[config.mk]
export PLATFORM = sky130hd
export DESIGN_NAME = lfu_slot_replacement_core
export DESIGN_NICKNAME = d
export VERILOG_FILES = /design/src/hw/rtl/lfu_pkg.sv /design/src/hw/rtl/lfu_slot_replacement_core.sv /design/src/hw/rtl/lfu_cmp.sv /design/src/hw/rtl/lfu_seq.sv
export SDC_FILE = /design/constraint.sdc
export NUM_CORES = 1
export LEC_CHECK = 0
export BUFFER_PORTS_ARGS = -buffer_cell sky130_fd_sc_hd__buf_4
export CAP_MARGIN = 20
export CORE_MARGIN = 2
export CORE_UTILIZATION = 32
export CTS_CLUSTER_SIZE = 30
export DETAILED_ROUTE_END_ITERATION = 7
export MAX_ROUTING_LAYER = met4
export PLACE_DENSITY_LB_ADDON = 0.2
export SLEW_MARGIN = 20
export SYNTH_ARGS = -nofsm -noshare
export SYNTH_HDL_FRONTEND = slang
export SYNTH_SLANG_ARGS = --single-unit
export TNS_END_PERCENT = 50
[constraint.sdc]
create_clock -name aclk -period 15.07 [get_ports aclk]
set_clock_uncertainty 0.2 [all_clocks]
set_input_delay 0.7535 -clock aclk [delete_from_list [all_inputs] [get_ports aclk]]
set_output_delay 0.7535 -clock aclk [all_outputs]
set_load 0.02 [all_outputs]
[src/hw/rtl/lfu_pkg.sv]
// ----------------------------------------------------------------------------
// LFU slot replacement package
// Shared types and constants for the LFU slot replacement core.
// ----------------------------------------------------------------------------
`default_nettype none

package lfu_pkg;

    // Field widths of the request and result.
    localparam int PART_W     = 10;
    localparam int TAG_W      = 7;
    localparam int ACTION_W   = 2;
    localparam int SLOT_OUT_W = 3;

    // Stream payload widths, padded to whole bytes.
    localparam int S_DATA_W   = 16;
    localparam int M_DATA_W   = 16;
    localparam int S_PAD_W    = S_DATA_W - PART_W;
    localparam int M_PAD_W    = M_DATA_W - ACTION_W - SLOT_OUT_W - TAG_W;

    // Division by ten as a multiply by a reciprocal: exact for inputs below 1029.
    localparam int BIN_MUL_W  = 8;
    localparam int PROD_W     = PART_W + BIN_MUL_W;
    localparam int BIN_SHIFT  = 11;
    localparam logic [BIN_MUL_W-1:0] BIN_MUL = 8'd205;

    // Result action codes.
    localparam logic [ACTION_W-1:0] ACT_HIT     = 2'd0;
    localparam logic [ACTION_W-1:0] ACT_FILL    = 2'd1;
    localparam logic [ACTION_W-1:0] ACT_REPLACE = 2'd2;

    typedef enum logic [2:0] {
        ST_IDLE,
        ST_SCAN,
        ST_PICK,
        ST_UPDATE,
        ST_MOVE,
        ST_CLOSE
    } lfu_state_t;

    // Sequencer to datapath.
    typedef struct packed {
        logic ready;
        logic do_scan;
        logic do_pick;
        logic do_update;
        logic do_move;
        logic do_close;
    } lfu_ctrl_t;

    // Datapath to sequencer.
    typedef struct packed {
        logic req_accept;
        logic resolved;
        logic out_free;
    } lfu_status_t;

endpackage

`default_nettype wire

[src/hw/rtl/lfu_slot_replacement_core.sv]
// ----------------------------------------------------------------------------
// LFU slot replacement core
// Fully associative bin store with least-frequently-used replacement and
// protection of the most recently used slots.
// ----------------------------------------------------------------------------
// Usage: each request on the s_ channel carries a part number; its bin is the
// part number divided by ten. For every request one result leaves on the m_
// channel: the action taken (hit, fill of a free slot, or replacement), the
// slot that now holds the bin, and the evicted bin on a replacement.
// All work runs through one shared comparator under a sequencer, so a request
// passes through a tag scan over all slots, a recency move over all slots, one
// update step and one hand-over step. A replacement adds a victim pick over
// each candidate (NUM_SLOTS minus the protected count). m_tvalid and s_tready
// rise at the same edge, so a new request is taken only after the previous
// result has been handed over to the output register.
// s_tready is high only while the core is idle. A result waits in the output
// register until taken; if the previous result is still held there, the
// hand-over step waits, and no new request is accepted meanwhile.
// Reset empties all slots, clears the use counts, puts the recency list in
// slot order and drops any pending result.
// ----------------------------------------------------------------------------
`default_nettype none

module lfu_slot_replacement_core import lfu_pkg::*; #(
    parameter int NUM_SLOTS        = 5,
    parameter int COUNT_BITS       = 16,
    parameter int PROTECTED_RECENT = 3
) (
    input  wire logic                aclk,
    input  wire logic                aresetn,
    input  wire logic                s_tvalid,
    output logic                     s_tready,
    input  wire logic [S_DATA_W-1:0] s_tdata,   // part_number[9:0], zero pad
    output logic                     m_tvalid,
    input  wire logic                m_tready,
    output logic [M_DATA_W-1:0]      m_tdata    // action[1:0], slot_used[4:2],
                                                // evicted_bin[11:5], zero pad
);

    localparam int IDX_W    = $clog2(NUM_SLOTS);
    localparam int PROT_EFF = (PROTECTED_RECENT > NUM_SLOTS - 1) ? NUM_SLOTS - 1
                                                                : PROTECTED_RECENT;
    localparam int CANDS    = NUM_SLOTS - PROT_EFF;
    localparam int CMP_W    = (COUNT_BITS > TAG_W) ? COUNT_BITS : TAG_W;
    localparam logic [IDX_W-1:0] LAST_SLOT = IDX_W'(NUM_SLOTS - 1);

    lfu_ctrl_t         ctrl;
    lfu_status_t       status;
    logic [IDX_W-1:0]  idx;

    // Slot store.
    logic [TAG_W-1:0]      tag_mem   [NUM_SLOTS];
    logic [NUM_SLOTS-1:0]  valid_reg;
    logic [COUNT_BITS-1:0] count_reg [NUM_SLOTS];
    logic [IDX_W-1:0]      rec_reg   [NUM_SLOTS];

    // Per-request working registers.
    logic [TAG_W-1:0]      bin_reg;
    logic                  hit_found_reg, free_found_reg;
    logic [IDX_W-1:0]      hit_slot_reg, free_slot_reg, best_slot_reg;
    logic [COUNT_BITS-1:0] best_cnt_reg;
    logic [IDX_W-1:0]      slot_reg;
    logic [ACTION_W-1:0]   action_reg;
    logic [TAG_W-1:0]      evict_reg;
    logic                  seen_reg;

    // Output register.
    logic                  m_tvalid_reg;
    logic [M_DATA_W-1:0]   m_tdata_reg;

    logic                  req_accept;
    logic [PROD_W-1:0]     bin_prod;
    logic [IDX_W-1:0]      upd_slot, tag_addr, cnt_addr, rec_rd, idx_prev;
    logic [TAG_W-1:0]      tag_rd;
    logic [COUNT_BITS-1:0] cnt_rd;
    logic [CMP_W-1:0]      cmp_a, cmp_b;
    logic                  cmp_eq, cmp_lt;
    logic                  hit_now, free_now, take_cand;
    logic [ACTION_W-1:0]   upd_action;

    assign req_accept = s_tvalid && s_tready;
    assign s_tready   = ctrl.ready;
    assign bin_prod   = PROD_W'(s_tdata[PART_W-1:0]) * PROD_W'(BIN_MUL);

    assign upd_slot = hit_found_reg  ? hit_slot_reg  :
                      free_found_reg ? free_slot_reg : best_slot_reg;
    assign upd_action = hit_found_reg  ? ACT_HIT  :
                        free_found_reg ? ACT_FILL : ACT_REPLACE;

    assign rec_rd   = rec_reg[idx];
    assign tag_addr = ctrl.do_scan ? idx : upd_slot;
    assign cnt_addr = ctrl.do_pick ? rec_rd : upd_slot;
    assign tag_rd   = tag_mem[tag_addr];
    assign cnt_rd   = count_reg[cnt_addr];
    assign idx_prev = idx - 1'b1;

    // Operand selection for the shared comparator.
    always_comb begin
        cmp_a = CMP_W'(tag_rd);
        cmp_b = CMP_W'(bin_reg);
        if (ctrl.do_pick) begin
            cmp_a = CMP_W'(cnt_rd);
            cmp_b = CMP_W'(best_cnt_reg);
        end else if (ctrl.do_move) begin
            cmp_a = CMP_W'(rec_rd);
            cmp_b = CMP_W'(slot_reg);
        end
    end

    lfu_cmp #(.WIDTH(CMP_W)) u_cmp (
        .op_a   (cmp_a),
        .op_b   (cmp_b),
        .a_eq_b (cmp_eq),
        .a_lt_b (cmp_lt)
    );

    assign hit_now  = valid_reg[idx] && cmp_eq;
    assign free_now = !valid_reg[idx];
    // The first candidate is always taken; later ones on a smaller count, or
    // on an equal count with a lower slot number.
    assign take_cand = (idx == '0) || cmp_lt || (cmp_eq && (rec_rd < best_slot_reg));

    assign status.req_accept = req_accept;
    assign status.resolved   = hit_found_reg || free_found_reg || hit_now || free_now;
    assign status.out_free   = !m_tvalid_reg || m_tready;

    lfu_seq #(
        .NUM_SLOTS (NUM_SLOTS),
        .CANDS     (CANDS),
        .IDX_W     (IDX_W)
    ) u_seq (
        .aclk    (aclk),
        .aresetn (aresetn),
        .status  (status),
        .ctrl    (ctrl),
        .idx     (idx)
    );

    // Tag store: no reset, only read where the valid bit is set.
    always_ff @(posedge aclk) begin
        if (ctrl.do_update && !hit_found_reg) tag_mem[upd_slot] <= bin_reg;
    end

    // Valid bits, use counts and recency list.
    always_ff @(posedge aclk) begin
        if (!aresetn) begin
            valid_reg <= '0;
            for (int i = 0; i < NUM_SLOTS; i++) begin
                count_reg[i] <= '0;
                rec_reg[i]   <= IDX_W'(i);
            end
        end else begin
            if (ctrl.do_update) begin
                if (hit_found_reg) begin
                    if (cnt_rd != '1) count_reg[upd_slot] <= cnt_rd + 1'b1;
                end else begin
                    valid_reg[upd_slot] <= 1'b1;
                    count_reg[upd_slot] <= COUNT_BITS'(1);
                end
            end
            // Entries behind the used slot shift down one place, one per cycle.
            if (ctrl.do_move && seen_reg) rec_reg[idx_prev] <= rec_rd;
            if (ctrl.do_close) rec_reg[LAST_SLOT] <= slot_reg;
        end
    end

    // Working registers.
    always_ff @(posedge aclk) begin
        if (!aresetn) begin
            hit_found_reg  <= 1'b0;
            free_found_reg <= 1'b0;
            seen_reg       <= 1'b0;
        end else begin
            if (req_accept) begin
                hit_found_reg  <= 1'b0;
                free_found_reg <= 1'b0;
            end
            if (ctrl.do_scan) begin
                if (hit_now && !hit_found_reg) begin
                    hit_found_reg <= 1'b1;
                    hit_slot_reg  <= idx;
                end
                if (free_now && !free_found_reg) begin
                    free_found_reg <= 1'b1;
                    free_slot_reg  <= idx;
                end
            end
            if (ctrl.do_update) seen_reg <= 1'b0;
            else if (ctrl.do_move && cmp_eq) seen_reg <= 1'b1;
        end
    end

    always_ff @(posedge aclk) begin
        if (req_accept) bin_reg <= bin_prod[BIN_SHIFT +: TAG_W];
        if (ctrl.do_pick && take_cand) begin
            best_slot_reg <= rec_rd;
            best_cnt_reg  <= cnt_rd;
        end
        if (ctrl.do_update) begin
            slot_reg   <= upd_slot;
            action_reg <= upd_action;
            evict_reg  <= (upd_action == ACT_REPLACE) ? tag_rd : '0;
        end
    end

    // Output register.
    always_ff @(posedge aclk) begin
        if (!aresetn) begin
            m_tvalid_reg <= 1'b0;
        end else if (ctrl.do_close && status.out_free) begin
            m_tvalid_reg <= 1'b1;
        end else if (m_tready) begin
            m_tvalid_reg <= 1'b0;
        end
    end

    always_ff @(posedge aclk) begin
        if (ctrl.do_close && status.out_free) begin
            m_tdata_reg <= {{M_PAD_W{1'b0}}, evict_reg, SLOT_OUT_W'(slot_reg), action_reg};
        end
    end

    assign m_tvalid = m_tvalid_reg;
    assign m_tdata  = m_tdata_reg;

endmodule

`default_nettype wire

[src/hw/rtl/lfu_cmp.sv]
// ----------------------------------------------------------------------------
// LFU shared comparator
// Equality and unsigned less-than on one pair of operands, shared by the
// scan, pick and move steps of the sequencer: tag match, count minimum and recency search.
// ----------------------------------------------------------------------------
`default_nettype none

module lfu_cmp #(
    parameter int WIDTH = 16
) (
    input  wire logic [WIDTH-1:0] op_a,
    input  wire logic [WIDTH-1:0] op_b,
    output logic                  a_eq_b,
    output logic                  a_lt_b
);

    assign a_eq_b = (op_a == op_b);
    assign a_lt_b = (op_a < op_b);

endmodule

`default_nettype wire

[src/hw/rtl/lfu_seq.sv]
// ----------------------------------------------------------------------------
// LFU sequencer
// Steps one request through scan, victim pick, update, recency move and
// result hand-over, with a slot counter for the iterative phases.
// ----------------------------------------------------------------------------
`default_nettype none

module lfu_seq import lfu_pkg::*; #(
    parameter int NUM_SLOTS = 5,
    parameter int CANDS     = 2,
    parameter int IDX_W     = 3
) (
    input  wire logic             aclk,
    input  wire logic             aresetn,
    input  wire lfu_status_t      status,
    output lfu_ctrl_t             ctrl,
    output logic [IDX_W-1:0]      idx
);

    localparam logic [IDX_W-1:0] LAST_SLOT = IDX_W'(NUM_SLOTS - 1);
    localparam logic [IDX_W-1:0] LAST_CAND = IDX_W'(CANDS - 1);

    lfu_state_t        state_reg, state_next;
    logic [IDX_W-1:0]  idx_reg, idx_next;
    logic              idx_last;
    logic              advance;

    always_comb begin
        case (state_reg)
            ST_PICK: idx_last = (idx_reg == LAST_CAND);
            default: idx_last = (idx_reg == LAST_SLOT);
        endcase
    end

    assign advance = (state_reg == ST_SCAN) || (state_reg == ST_PICK) ||
                     (state_reg == ST_MOVE);

    // Next state.
    always_comb begin
        state_next = state_reg;
        case (state_reg)
            ST_IDLE: begin
                if (status.req_accept) state_next = ST_SCAN;
            end
            ST_SCAN: begin
                if (idx_last) state_next = status.resolved ? ST_UPDATE : ST_PICK;
            end
            ST_PICK: begin
                if (idx_last) state_next = ST_UPDATE;
            end
            ST_UPDATE: state_next = ST_MOVE;
            ST_MOVE: begin
                if (idx_last) state_next = ST_CLOSE;
            end
            ST_CLOSE: begin
                if (status.out_free) state_next = ST_IDLE;
            end
            default: state_next = ST_IDLE;
        endcase
    end

    // Outputs.
    always_comb begin
        ctrl = '0;
        case (state_reg)
            ST_IDLE:   ctrl.ready     = 1'b1;
            ST_SCAN:   ctrl.do_scan   = 1'b1;
            ST_PICK:   ctrl.do_pick   = 1'b1;
            ST_UPDATE: ctrl.do_update = 1'b1;
            ST_MOVE:   ctrl.do_move   = 1'b1;
            ST_CLOSE:  ctrl.do_close  = 1'b1;
            default:   ctrl = '0;
        endcase
    end

    assign idx_next = (advance && !idx_last) ? idx_reg + 1'b1 : '0;
    assign idx      = idx_reg;

    always_ff @(posedge aclk) begin
        if (!aresetn) begin
            state_reg <= ST_IDLE;
            idx_reg   <= '0;
        end else begin
            state_reg <= state_next;
            idx_reg   <= idx_next;
        end
    end

endmodule

`default_nettype wire

Yosys cells after proc, flatten, opt, wreduce, memory -nomap -nowiden
Memories as Yosys holds them, arrays and structs flattened. A register that Yosys moved wholly into a read port is not among the register bits. Index checks and enable logic that the tools add are counted. W data, S select, Z words.

Word-level logic and storage cells: 147. Output and inout bits: 18. Input bits: 20. Memories: 3. Flip-flop bits (word level): 71. RAM bits: 130.

$add $sub $neg: 3. Magnitude comparators: 5. Reductions and logical operators: 36. Bitwise gates (word level): 5. Muxes and demuxes: 63. Eq/ne operators: 15. Multiply operators: 1.

Memory list: count_reg (words 5, bits a word 16, rd ports 1, clocked after memory_dff 0, wr ports 5, line lfu_slot_replacement_core.sv:54) `logic [COUNT_BITS-1:0] count_reg [NUM_SLOTS];`; tag_mem (words 5, bits a word 7, rd ports 1, clocked after memory_dff 0, wr ports 1, line lfu_slot_replacement_core.sv:52) `logic [TAG_W-1:0] tag_mem [NUM_SLOTS];`; rec_reg (words 5, bits a word 3, rd ports 1, clocked after memory_dff 1, wr ports 5, line lfu_slot_replacement_core.sv:55) `logic [IDX_W-1:0] rec_reg [NUM_SLOTS];`.

Operators by type and width (count): $mux W16 (4); $mux W3 (14); $mux W1 (38); $mul A10 B8 Y18 const B (1); $pmux W3 S6 (1); $add A16 B1 Y16 const B (1); $eq A16 B16 Y1 (1); $lt A16 B16 Y1 (1); $ne A16 B16 Y1 const B (1); $reduce_or A16 Y1 (1); $mux W7 (2); $logic_and A1 B1 Y1 (12); $eq A3 B3 Y1 const B (3); $logic_or A1 B1 Y1 (8); $lt A3 B4 Y1 const B (2); $eq A3 B1 Y1 const B (2); $eq A3 B2 Y1 const B (2); $logic_not A3 Y1 (2); $ne A2 B1 Y1 const B (3); $reduce_and A3 Y1 (2); $logic_not A1 Y1 (5); $or A5 B5 Y5 (1); $reduce_and A5 Y1 (1); $mux W2 (2); other kinds (14) (18).

Logic depth before layout (Yosys ltp)
Gate-level depths: netlist (run 1). An unclocked memory read counts as a cell.

Depth after elaboration: 13. Gate-level depth with buffers: 24. Depth with buffers taken out: 22.

Cells and area by module
Synthesis (run 1) repeated with hierarchy kept, for this count alone.

Cell total of the unflattened synthesis: 1112. Area, all modules: 13591.8 um^2.

By module, submodules not included: lfu_slot_replacement_core (sequential area each 7477.2 um^2, cells an instance 1009, area each 12826.1 um^2, times used 1); lfu_cmp (sequential area each 0.0 um^2, cells an instance 56, area each 399.1 um^2, times used 1); lfu_seq (sequential area each 120.1 um^2, cells an instance 47, area each 366.6 um^2, times used 1).

Least setup slack after synthesis (run 1)
No wires, ideal clock.

Path kind: flip-flop to flip-flop. Start point: register u_seq.idx_reg[0], in the netlist u_seq.idx[0]. End point: register best_cnt_reg[0] (enable). Setup time: 0.425 ns. Period minus slack after synthesis: 6.245 ns. Cell stages (with the launch flop): 24. Required time: 14.445 ns. Setup slack: 8.825 ns. Arrival: 5.620 ns. Buffers on the path: 4. Cells stage by stage: dfxtp_1 > buf_6 > mux4_2 > mux2i_4 > o21ai_4 > buf_6 > buf_6 > buf_8 > mux2_1 > o22ai_1 > a221oi_4 > nor2_1 > a21oi_1 > ha_1 > nor2b_1 > o21a_1 > o21a_1 > o21a_1 > o21a_1 > o21a_1 > o21a_1 > o21ai_0 > a21oi_1 > a211oi_1.

Cells in the longest elaborated chain, start to end: 8. Elaborated cells between the ends (all ways): 11. Classes of those cells: order compare (1); eq/ne (1); mux (3); reduce/logical (5); memory (1).

Ends and longest elaborated chain: start: declaration (line lfu_seq.sv:24) `logic [IDX_W-1:0] idx_reg, idx_next;`; start signal: assignment (line lfu_seq.sv:85) `idx_reg <= idx_next;`; $mux W3 (line lfu_slot_replacement_core.sv:91) `assign tag_addr = ctrl.do_scan ? idx : upd_slot;`; $mem_v2 Z5 W7; $mux W7 (line lfu_slot_replacement_core.sv:104) `end else if (ctrl.do_move) begin`; $mux W16 (line lfu_slot_replacement_core.sv:101) `if (ctrl.do_pick) begin`; $lt A16 B16 Y1 / $eq A16 B16 Y1 (equally long branches) (line lfu_cmp.sv:18, lfu_cmp.sv:17); $logic_or A1 B1 Y1 / $logic_and A1 B1 Y1 (equally long branches) (line lfu_slot_replacement_core.sv:121) `assign take_cand = (idx == '0) || cmp_lt || (cmp_eq && (rec_rd < best_slot_reg));`; $logic_or A1 B1 Y1 (*) (line lfu_slot_replacement_core.sv:121); $logic_and A1 B1 Y1 (*) (line lfu_slot_replacement_core.sv:195) `if (ctrl.do_pick && take_cand) begin`; end signal: assignment (line lfu_slot_replacement_core.sv:197) `best_cnt_reg <= cnt_rd;`; end: declaration (line lfu_slot_replacement_core.sv:61) `logic [COUNT_BITS-1:0] best_cnt_reg;`.

Mark *: on every way between the ends. The rest lies on a longest branch, timed or not. A chain may end at the register's enable or synchronous reset.

==> results_dict.tcl, run 1 <==
set metrics [dict create \
    status "finished clean" \
    first_pass_iters 5 \
    critical-path-slowest-cell "nand2_1" \
    netlist_area_um2 13700 \
    max_slew_margin_pct 30.9 \
    core-area_um2 42000 \
    cts_buffers 28 \
    grt_usage_pct 15.2 \
    die_x_um 211 \
    dp_hpwl_um 22300 \
    critPathBufInv 2 \
    io_pins 38 \
    start_util_pct 32.6 \
    cap_violations 0 \
    internal-power_uw 1830 \
    postLayoutCellArea_um2 15300 \
    cts-root-buf "clkbuf_16" \
    cp_top_family "simple AND/OR/NAND/NOR gates" \
    antenna_found_initial 1 \
    yosys.cell_count.top_type "edfxtp_1" \
    synthDistinctLibCells 77 \
    placed_cells 1637 \
    drc 0 \
    synth-simple-area-share_pct 12.3 \
    avgSynthCellArea_um2 12.4 \
    vdd_drop_max_v 0.000116 \
    report.final.slew_viol_count 0 \
    largest_reg_flops 128 \
    setup-violations-final 0 \
    die_h_um 211 \
    synth_top_flop_cell "edfxtp_1" \
    holdBufCountCts 0 \
    hold_class "reg -> reg" \
    cpPeakStageDelay_ps 870 \
    overflow 0 \
    worstPathRequired_ps 14910 \
    end_kind "flip-flop" \
    power_frac_clock_pct 22.9 \
    num_rows 75 \
    htree_levels 1 \
    gp_congestion 0.804 \
    max_clock_freq_mhz 142 \
    critPathKind "reg -> reg" \
    async_flop_share_pct 0 \
    drtIter0Drc 622 \
    synth_fa_ha_area_share_pct 8.98 \
    yosysTopAreaCellShare_pct 53.3 \
    synth-edff-count 243 \
    viasPerCell 5.02 \
    synth.top_cells.by_count "edfxtp_1, nor2_1, nand2_1" \
    grt_pass1_wl_um 50400 \
    finalSetupTns_ps 0 \
    finalCritPeriodShare_pct 46.7 \
    ys_ff_latch 258 \
    cts.sinks 258 \
    p_leak_uw 0.00583 \
    drive_above_1_share_pct 13.5 \
    synthToLayoutAreaGrowth_pct 12.0 \
    switchingPower_uw 1200 \
    rsz0062_at_grt "no" \
    seqPwrFrac_pct 32.8 \
    cts_tree "done" \
    routed_wl_um 32400 \
    routedWlPerCell_um 19.2 \
    synth_top_family_by_area "simple AND/OR/NAND/NOR gates" \
    placed_area_um2 14400 \
    whs_ps 221 \
    arrival_ps 6880 \
    synthCells 1106 \
    synth_area_leader_cell "edfxtp_1" \
    final_cells 1690 \
    worstSkewPairLatency_ps 550 \
    path_max_fanout 60 \
    portBuffers 27 \
    swShare_pct 39.6 \
    nNetsFinal 1237 \
    die-area_um2 44400 \
    hold_viol 0 \
    crit_path_start_kind "flip-flop" \
    synthMuxAreaShare_pct 9.01 \
    worst_pin_slew_ps 1030 \
    crit_chain "mux4_2 > mux2i_4 > o21ai_4 > buf_4 > mux2_1 > o22ai_1 > a221oi_4 > ha_1 > inv_1 > a221oi_2 > nand2_2 > nor4_4 > or3_1 > nand2_1" \
    yosysSeqAreaShare_pct 55.5 \
    path_clk_slew_ps 60 \
    grt_max_degree 61 \
    synthTopCellsByArea "edfxtp_1, ha_1, mux2i_1" \
    pwr_density_cell_nw_per_um2 198 \
    vias 8481 \
    cts_buffer_depth 3 \
    synth_xor_area_share_pct 1.22 \
    post-cts-setup-buffer-count 0 \
    p_comb_share_pct 44.3 \
    synth_compound_area_share_pct 8.21 \
    fin_total_pwr_uw 3040 \
    fin_crit_ps 7040 \
    yosys_warnings 0 \
    grt_pass1_vias 8562 \
    cts_resized 0 \
    antenna_left 0 \
]
[cells by family after synthesis]
kind of cell	after synthesis
flops	258
simple gates	357
buf+inv	133
xor+xnor	19
mux	103
other cells	1
fa+ha+maj	88
compound gates	147
[final timing paths]
check                                                 from                              to  slack, ps  depth (start not counted)
worst min-delay path            evict_reg[4]$_SDFFCE_PP0N_            m_tdata[9]$_DFFE_PP_        220                          0
worst min register to register  evict_reg[4]$_SDFFCE_PP0N_            m_tdata[9]$_DFFE_PP_        220                          0
worst max-delay path               u_seq.idx[0]$_SDFF_PN0_  count_reg[2][12]$_SDFFCE_PN0P_       8030                         14
worst max register to register     u_seq.idx[0]$_SDFF_PN0_  count_reg[2][12]$_SDFFCE_PN0P_       8030                         14
[cells in the final DEF, fill, tap and decap left out, drive strengths merged, types with 16 or more instances in the layout]
cell type / synthesis / final
a211oi: 18 / 18
a21oi: 26 / 26
and2: 19 / 19
buf: 34 / 46
clkbuf: 22 / 35
edfxtp: 243 / 243
fa: 17 / 17
ha: 71 / 71
inv: 77 / 77
mux2: 26 / 26
mux2i: 67 / 67
nand2: 106 / 106
nand3: 16 / 16
nor2: 117 / 117
nor2b: 16 / 16
nor3: 38 / 38
o21ai: 24 / 24
[power by group through the flow]
stage	combinational [uW]	clock, uW	sequential, uW
2_1_floorplan	987	0	978
3_3_place_gp	1330	0	1010
3_5_place_dp	1350	0	1010
4_1_cts	1350	711	996
5_1_grt	1490	737	1000
6_report	1350	694	995
[stage by stage]
step / util (%) / setup WS, ps
after floorplan: - / 8830
after global placement: 34.2 / 8210
after detailed placement: 34.2 / 8070
after CTS: 36.4 / 8040
after global routing: 36.5 / 7690
final: 36.5 / 8030
[worst register-to-register path, delay by kind of cell, from the launching register on]
kind	cells	cell delay [ps]
compound gates	4	920
fa+ha+maj	1	270
buf+inv	2	450
flops	1	830
mux	3	1330
simple gates	4	2530
[cell type report]
| class | count | area [um^2] |
|---|---|---|
| repair buffers | 46 | 345 |
| well taps | 539 | 674 |
| clock inverters | 16 | 176 |
| flip-flops and latches | 258 | 7600 |
| diodes | 1 | 2.50 |
| clock buffers | 35 | 748 |
| multi-input cells | 718 | 5500 |
| inverters | 77 | 289 |
| fillers | 4111 | 26700 |
[layer usage]
layer	GRT usage [%]	share of wire (%)
met2	24.7	47
met4	3.72	1.6
met1	20.4	47
met3	1.89	4.8
met5	-	0
Note: power is estimated with default switching activity, not from simulation.
==> run 2: changes to the inputs <==
clock period = 6.45 ns   (was 15.07 ns; I/O delays follow)
==> run 2 against run 1 <==
Compared with the run above: first-iteration DRC count decreased by 14%; sequential cell count unchanged; register-to-register slack got worse by 7200 ps; largest power group unchanged; highest routed layer unchanged.
==> results_dict.tcl, run 2 (synthesis gave the netlist of run 1 again) <==
set metrics [dict create \
    cts_buffer_depth 3 \
    portBuffers 27 \
    diodes 0 \
    fin_crit_ps 5610 \
    antenna_found_initial 0 \
    num_rows 75 \
    arrival_ps 5670 \
    nNetsFinal 1263 \
    grt_usage_pct 15.6 \
    placed_area_um2 14600 \
    grtUsageMet2_pct 25.6 \
    routed_wl_um 32900 \
    core-area_um2 42000 \
    status "finished clean" \
    drive_above_1_share_pct 15.5 \
    grt_max_degree 31 \
    cts.sinks 258 \
    antenna_left 0 \
    htree_levels 1 \
    final_cell_mix "edfxtp_1, nor2_1, nand2_1, inv_1, ha_1" \
    drtIter0Drc 536 \
    path_max_fanout 22 \
    die_x_um 211 \
    grt.busiest_layer "met2" \
    finalCritPeriodShare_pct 87.0 \
    die-area_um2 44400 \
    max_slew_margin_pct 31.0 \
    vdd_drop_max_v 0.000216 \
    gr-usage-met3_pct 1.68 \
    grt_pass1_wl_um 51200 \
    worstSkewPairLatency_ps 570 \
    critPathKind "reg -> reg" \
    die_h_um 211 \
    start_util_pct 32.6 \
    fin_total_pwr_uw 7130 \
    cts_resized 0 \
    grt_pass1_vias 8623 \
    worstPathRequired_ps 6510 \
    first_pass_iters 5 \
    largest_reg_flops 128 \
    cts_buffers 28 \
    end_kind "flip-flop" \
    cts-root-buf "clkbuf_16" \
    synthToLayoutAreaGrowth_pct 13.8 \
    grt.met1_usage_pct 20.8 \
    crit_path_start_kind "flip-flop" \
    setup-violations-final 0 \
    postLayoutCellArea_um2 15600 \
    vias 8535 \
    hold_viol 0 \
    max_clock_freq_mhz 178 \
    pwr_density_cell_nw_per_um2 458 \
    report.final.slew_viol_count 0 \
    viasPerCell 4.97 \
    io_pins 38 \
    overflow 0 \
    finish.utilization_pct 37.0 \
    dp_hpwl_um 22800 \
    layout.cells.most_common "edfxtp_1" \
    rsz0062_at_grt "no" \
    cts_tree "done" \
    cap_violations 0 \
    drc 0 \
    finalSetupTns_ps 0 \
    hold_class "in -> reg" \
    worst_pin_slew_ps 1030 \
    p_leak_uw 0.00598 \
    path_clk_slew_ps 60 \
    gp_congestion 0.811 \
    routedWlPerCell_um 19.2 \
]
==> run 2: layout make-up <==
class	instances	area (um^2)
multi-input combinational	718	5490
timing repair buffer	72	598
inverter	77	289
sequential	258	7600
tap	539	674
fill	4108	26500
clock inverter	21	216
clock buffer	31	712
==> run 2: final timing paths <==
check,from,to,depth (start not counted),slack [ps]
max,u_seq.state_reg[2]$_SDFFE_PN0P_,best_cnt_reg[12]$_DFFE_PP_,19,840
min,s_tvalid,bin_reg[0]$_DFFE_PP_,2,200
max reg2reg,u_seq.state_reg[2]$_SDFFE_PN0P_,best_cnt_reg[12]$_DFFE_PP_,19,840
min reg2reg,evict_reg[3]$_SDFFCE_PP0N_,m_tdata[8]$_DFFE_PP_,0,220
==> run 2: metal layers <==
layer,wire (um),vias to the layer above,part of all wire (%)
li1,-,4112,-
met1,15500,4228,47
met2,15500,150,47
met3,1320,45,4.0
met4,599,0,1.8
met5,0,-,0
==> run 2: critical path: stages, from the launching register on <==
cell	delay (ps)
dfxtp_1	460
or3b_1	620
o21ai_4	810
mux2_1	400
o22ai_1	270
a221oi_4	80
nor2_1	160
a21oi_1	60
ha_1	310
nor2b_1	140
o21a_1	160
o21a_1	160
o21a_1	160
o21a_1	160
o21a_1	160
o21a_1	170
o21ai_0	180
a21oi_1	100
a211oi_2	280
buf_12	220
==> run 2: repair_timing <==
action                                  in CTS  in global routing
endpoints found under the setup margin       0                  0
buffers inserted                             0                  0
hold buffers                                 3                  0
hold endpoints to repair                    10                  0
==> run 2: metrics by stage <==
stage	cells	setup slack, ps	hold WS [ps]
after global placement	1661	833	208
final	1716	838	196
after detailed placement	1661	802	210
after floorplan	1109	205	200
after CTS	1716	786	187
after global routing	1716	595	199
==> run 2: where the power goes <==
part,switching (uW),total [uW],internal (uW)
Clock,656,1610,954
Combinational,2030,3210,1180
Sequential,105,2310,2200
Total,2790,7130,4340
